==> config.mk <==
export PLATFORM = sky130hd
export DESIGN_NAME = het_hash
export DESIGN_NICKNAME = d
export VERILOG_FILES = /design/src/hdl/hashed_event_table_macros.svh /design/src/hdl/het_pkg.sv /design/src/hdl/het_hash.sv
export SDC_FILE = /design/constraint.sdc
export NUM_CORES = 1
export LEC_CHECK = 0
export ABC_CLOCK_PERIOD_IN_PS = 4600
export BUFFER_PORTS_ARGS = -buffer_cell sky130_fd_sc_hd__buf_2
export CELL_PAD_IN_SITES_DETAIL_PLACEMENT = 0
export CELL_PAD_IN_SITES_GLOBAL_PLACEMENT = 1
export CORE_UTILIZATION = 33
export DETAILED_ROUTE_END_ITERATION = 16
export GPL_TIMING_DRIVEN = 0
export PLACE_DENSITY = 0.93
export REMOVE_ABC_BUFFERS = 1
export SLEW_MARGIN = 20
export SYNTH_ARGS = -nofsm -noshare
export SYNTH_HDL_FRONTEND = slang
export SYNTH_SLANG_ARGS = --single-unit
==> constraint.sdc <==
create_clock -name vclk -period 4.6
set_clock_uncertainty 0.1 [all_clocks]
set_input_delay 0.46 -clock vclk [all_inputs]
set_output_delay 0.46 -clock vclk [all_outputs]
set_load 0.1 [all_outputs]
==> src/hdl/hashed_event_table_macros.svh <==
// Assertion macros for the hashed event table.
// Included by the RTL files that carry concurrent checks; needs clk and rst in scope.
`ifndef HASHED_EVENT_TABLE_MACROS_SVH
`define HASHED_EVENT_TABLE_MACROS_SVH
`ifndef SYNTH
// Same-cycle implication, disabled during reset.
`define HET_ASSERT_IMP(label, ante, cons) \
  label: assert property (@(posedge clk) disable iff (rst) (ante) |-> (cons)) \
    else $error("hashed_event_table: same-cycle check failed");
// Next-cycle implication, disabled during reset.
`define HET_ASSERT_NXT(label, ante, cons) \
  label: assert property (@(posedge clk) disable iff (rst) (ante) |=> (cons)) \
    else $error("hashed_event_table: next-cycle check failed");
`else
`define HET_ASSERT_IMP(label, ante, cons)
`define HET_ASSERT_NXT(label, ante, cons)
`endif
`endif

==> src/hdl/het_pkg.sv <==
// Shared types, codes and hash helpers of the hashed event table.
// No dependencies; imported by het_hash, hashed_event_table and the testbench.
package het_pkg;

  typedef enum logic [3:0] {
    REQ_LOOKUP     = 4'd0,
    REQ_WRITE_KEY  = 4'd1,
    REQ_CLEAR_SLOT = 4'd2,
    REQ_FIND_FREE  = 4'd3,
    REQ_FIND_EV    = 4'd4,
    REQ_READ_EV    = 4'd5,
    REQ_WRITE_EV   = 4'd6,
    REQ_READ_HASH  = 4'd7,
    REQ_COUNT      = 4'd8,
    REQ_CLEAR_HASH = 4'd9
  } het_req_t;

  typedef enum logic [1:0] {
    STS_OK        = 2'd0,
    STS_NOT_FOUND = 2'd1,
    STS_BAD_ARG   = 2'd2
  } het_status_t;

  typedef enum logic [2:0] {
    ST_INIT,
    ST_IDLE,
    ST_SCAN,
    ST_READ,
    ST_DONE
  } het_state_t;

  localparam logic [31:0] EMPTY_KEY = 32'hFFFF_FFFF;

  typedef struct packed {
    logic [31:0] key;
    logic [7:0]  hash;
  } het_entry_t;

  function automatic logic [7:0] het_fold(input logic [15:0] v);
    return v[7:0] ^ v[15:8];
  endfunction

  // 7 * fold(nn) + fold(en), kept to eight bits.
  function automatic logic [7:0] het_pre_hash(input logic [15:0] nn, input logic [15:0] en);
    logic [10:0] sum;
    sum = 11'd7 * {3'b000, het_fold(nn)} + {3'b000, het_fold(en)};
    return sum[7:0];
  endfunction

endpackage

==> src/hdl/het_hash.sv <==
// Key hash of the hashed event table: fold, weighted sum and reduction table.
// Uses het_pkg for the fold helpers and the empty key constant.
module het_hash import het_pkg::*; #(
  parameter int HASH_SLOTS = 128
) (
  input  logic [31:0] key,
  output logic [7:0]  key_hash,
  output logic [7:0]  slot_hash
);

  logic [7:0] mod_tab [256];
  logic [7:0] pre;

  // Reduction modulo the hash table size, with a zero remainder mapped to 255.
  for (genvar g = 0; g < 256; g++) begin : g_tab
    localparam int Rem = g % HASH_SLOTS;
    assign mod_tab[g] = (Rem == 0) ? 8'd255 : 8'(Rem);
  end

  assign pre       = het_pre_hash(key[31:16], key[15:0]);
  assign key_hash  = mod_tab[pre];
  assign slot_hash = (key == EMPTY_KEY) ? 8'd0 : key_hash;

endmodule

==> flow_metrics.tcl <==
set metrics [dict create \
    netlist_top_cells_area "sky130_fd_sc_hd__fa_1 (16%), sky130_fd_sc_hd__ha_1 (14%), sky130_fd_sc_hd__xnor2_1 (10%)" \
    distinct_cells_synth 30 \
    holdWs_ps 1440 \
    effective_utilization_at_floorplan_pct 35.0 \
    drt_first_iter_violations 8 \
    final_cell_mix "sky130_fd_sc_hd__buf_2 (39), sky130_fd_sc_hd__inv_1 (12), sky130_fd_sc_hd__xnor2_1 (10), sky130_fd_sc_hd__ha_1 (10)" \
    floorplan.io_pins 48 \
    placement.io_buffers 48 \
    grt_start_max_net_pins 9 \
    timing.max_cap.violations 0 \
    postSynthCellCount 102 \
    drt_first_pass_iters 4 \
    final_common_cell "sky130_fd_sc_hd__buf_2" \
    design.final.nets 201 \
    layout_min_cycle_time_ps 4470 \
    number_of_antenna_violations_at_the_first_check_in_global_routing 0 \
    setup_tns_ps 0 \
    post_dp_cell_area_mm2 0.00114 \
    detail-route-antenna-nets 0 \
    route.detailed.drc 0 \
    synthDominantAreaCellType "sky130_fd_sc_hd__fa_1" \
    setup.worst_path.start_class "primary input" \
    wire_length_of_the_first_global_routing_pass_um 2920 \
    required_time_of_the_critical_path_ps 4040 \
    setup.worst_path.end_class "output port" \
    via_per_inst 4.73 \
    place.gp.congestion 0.739 \
    final_layout_size_suffix_gt1_share_pct 43.3 \
    num-clock-buffers 0 \
    slew_viol_final 0 \
    timing.setup.critical_path_class "primary input to output port" \
    worst-slew-pin-transition_ps 576 \
    yosys_warnings 0 \
    detail_route.wl_per_cell_um 10.2 \
    routed-via-count 851 \
    die_w_um 53.3 \
    gr-total-overflow 0 \
    layout.cell_area.non_filler_mm2 0.00121 \
    wl_um 1840 \
    core-area_mm2 0.00248 \
    seq_cells 0 \
    timing.final.hold_violations 0 \
    post-dp-hpwl_um 1760 \
    yosysSeqAreaShare_pct 0 \
    cell_depth_of_the_worst_hold_path 5 \
    critPathArrivalTime_ps 3910 \
    run_status "completed" \
    core.rowCount 18 \
    register_area_um2 0 \
    die_h_um 53.3 \
    netlist_area_before_placement_um2 867 \
    maxClockFrequency_mhz 224 \
    hold_path.class "primary input to output port" \
    floorplan.die_area_mm2 0.00284 \
    antenna_cells 0 \
    dpl_worst_slack_ps -278 \
    yosys.area.top_type_share_pct 16.2 \
    cts_hold_repair.buffers 0 \
    fin_crit_sh_pct 97.2 \
    slew_headroom_pct 61.2 \
    cp_max_fo 5 \
    syn_area_per_cell_um2 8.50 \
    grt.total_usage_pct 13.5 \
    layout_setup_ws_ps 131 \
    setup_viol 0 \
    first_global_vias 743 \
    area.growth.synth_to_final_pct 39.8 \
]
repair_timing:
item	4_1_cts	5_1_grt
gates resized for setup	4	14
pin swaps	1	0
hold endpoints to repair	0	0
cloned	0	0
buffers inserted	1	0
setup endpoints to repair	7	15
worst paths after layout:
path	startpoint	endpoint	slack, ps
min	key[0]	slot_hash[6]	1440
max	key[18]	key_hash[6]	130
kinds of logic (layout without fill, tap and decap cells):
| kind of cell | Yosys count | in the layout | share of synthesized area (%) |
|---|---|---|---|
| simple gates | 30 | 30 | 19.6 |
| buf+inv | 13 | 61 | 5.63 |
| fa+ha+maj | 17 | 17 | 30.6 |
| xor+xnor | 24 | 24 | 29.4 |
| compound gates | 18 | 18 | 14.7 |
critical path, cell delays in order:
cell and delay (ps):
sky130_fd_sc_hd__buf_2 120, sky130_fd_sc_hd__xor2_2 220, sky130_fd_sc_hd__fa_1 550, sky130_fd_sc_hd__inv_1 50
sky130_fd_sc_hd__fa_1 500, sky130_fd_sc_hd__inv_1 70, sky130_fd_sc_hd__fa_2 490, sky130_fd_sc_hd__nand2b_1 190
sky130_fd_sc_hd__or3_4 360, sky130_fd_sc_hd__or2_2 320, sky130_fd_sc_hd__o21ai_2 140, sky130_fd_sc_hd__buf_2 450
synth_stat cells:
cell type / number
sky130_fd_sc_hd__inv_1: 12
sky130_fd_sc_hd__ha_1: 10
sky130_fd_sc_hd__xnor2_1: 10
sky130_fd_sc_hd__nor2_1: 9
sky130_fd_sc_hd__xor2_1: 9
sky130_fd_sc_hd__nand4_1: 8
sky130_fd_sc_hd__fa_1: 7
sky130_fd_sc_hd__a21oi_1: 5
sky130_fd_sc_hd__a21o_1: 4
sky130_fd_sc_hd__xnor2_2: 4
sky130_fd_sc_hd__a31oi_1: 2
sky130_fd_sc_hd__nand2b_1: 2
sky130_fd_sc_hd__nor4_1: 2
sky130_fd_sc_hd__o21bai_1: 2
sky130_fd_sc_hd__a21boi_1: 1
sky130_fd_sc_hd__a41oi_2: 1
sky130_fd_sc_hd__and2_1: 1
sky130_fd_sc_hd__buf_1: 1
sky130_fd_sc_hd__nand2_1: 1
sky130_fd_sc_hd__nand2_2: 1
sky130_fd_sc_hd__nand3_1: 1
sky130_fd_sc_hd__nand4b_1: 1
sky130_fd_sc_hd__nor2b_4: 1
sky130_fd_sc_hd__nor3_1: 1
sky130_fd_sc_hd__o21ai_1: 1
sky130_fd_sc_hd__o21ai_2: 1
sky130_fd_sc_hd__o31ai_1: 1
sky130_fd_sc_hd__or2_2: 1
sky130_fd_sc_hd__or3_1: 1
sky130_fd_sc_hd__xnor3_2: 1
cell type report:
type / instances / area [µm²]
tap: 30 / 37.5
timing repair buffer: 49 / 283
multi-input combinational: 89 / 847
fill: 249 / 1260
inverter: 12 / 45.0
through the flow:
stage                     std cells  utilization (%)
after floorplan                 101                -
after global placement          179             46.1
after detailed placement        179             46.1
after CTS                       180             47.0
after global routing            180             48.9
final                           180             48.9
routing by layer:
layer	vias to the layer above	part of all wire [%]	global-route usage, %	wire length, µm
met3	0	5.3	0	98
li1	451	-	-	-
met5	-	0	0	0
met4	0	0	0	0
met1	360	46	17.7	845
met2	40	49	25.8	900
Power is left out: the tool's default activity adds up to more than one toggle a clock period on the data nets, which glitch-free logic cannot reach.
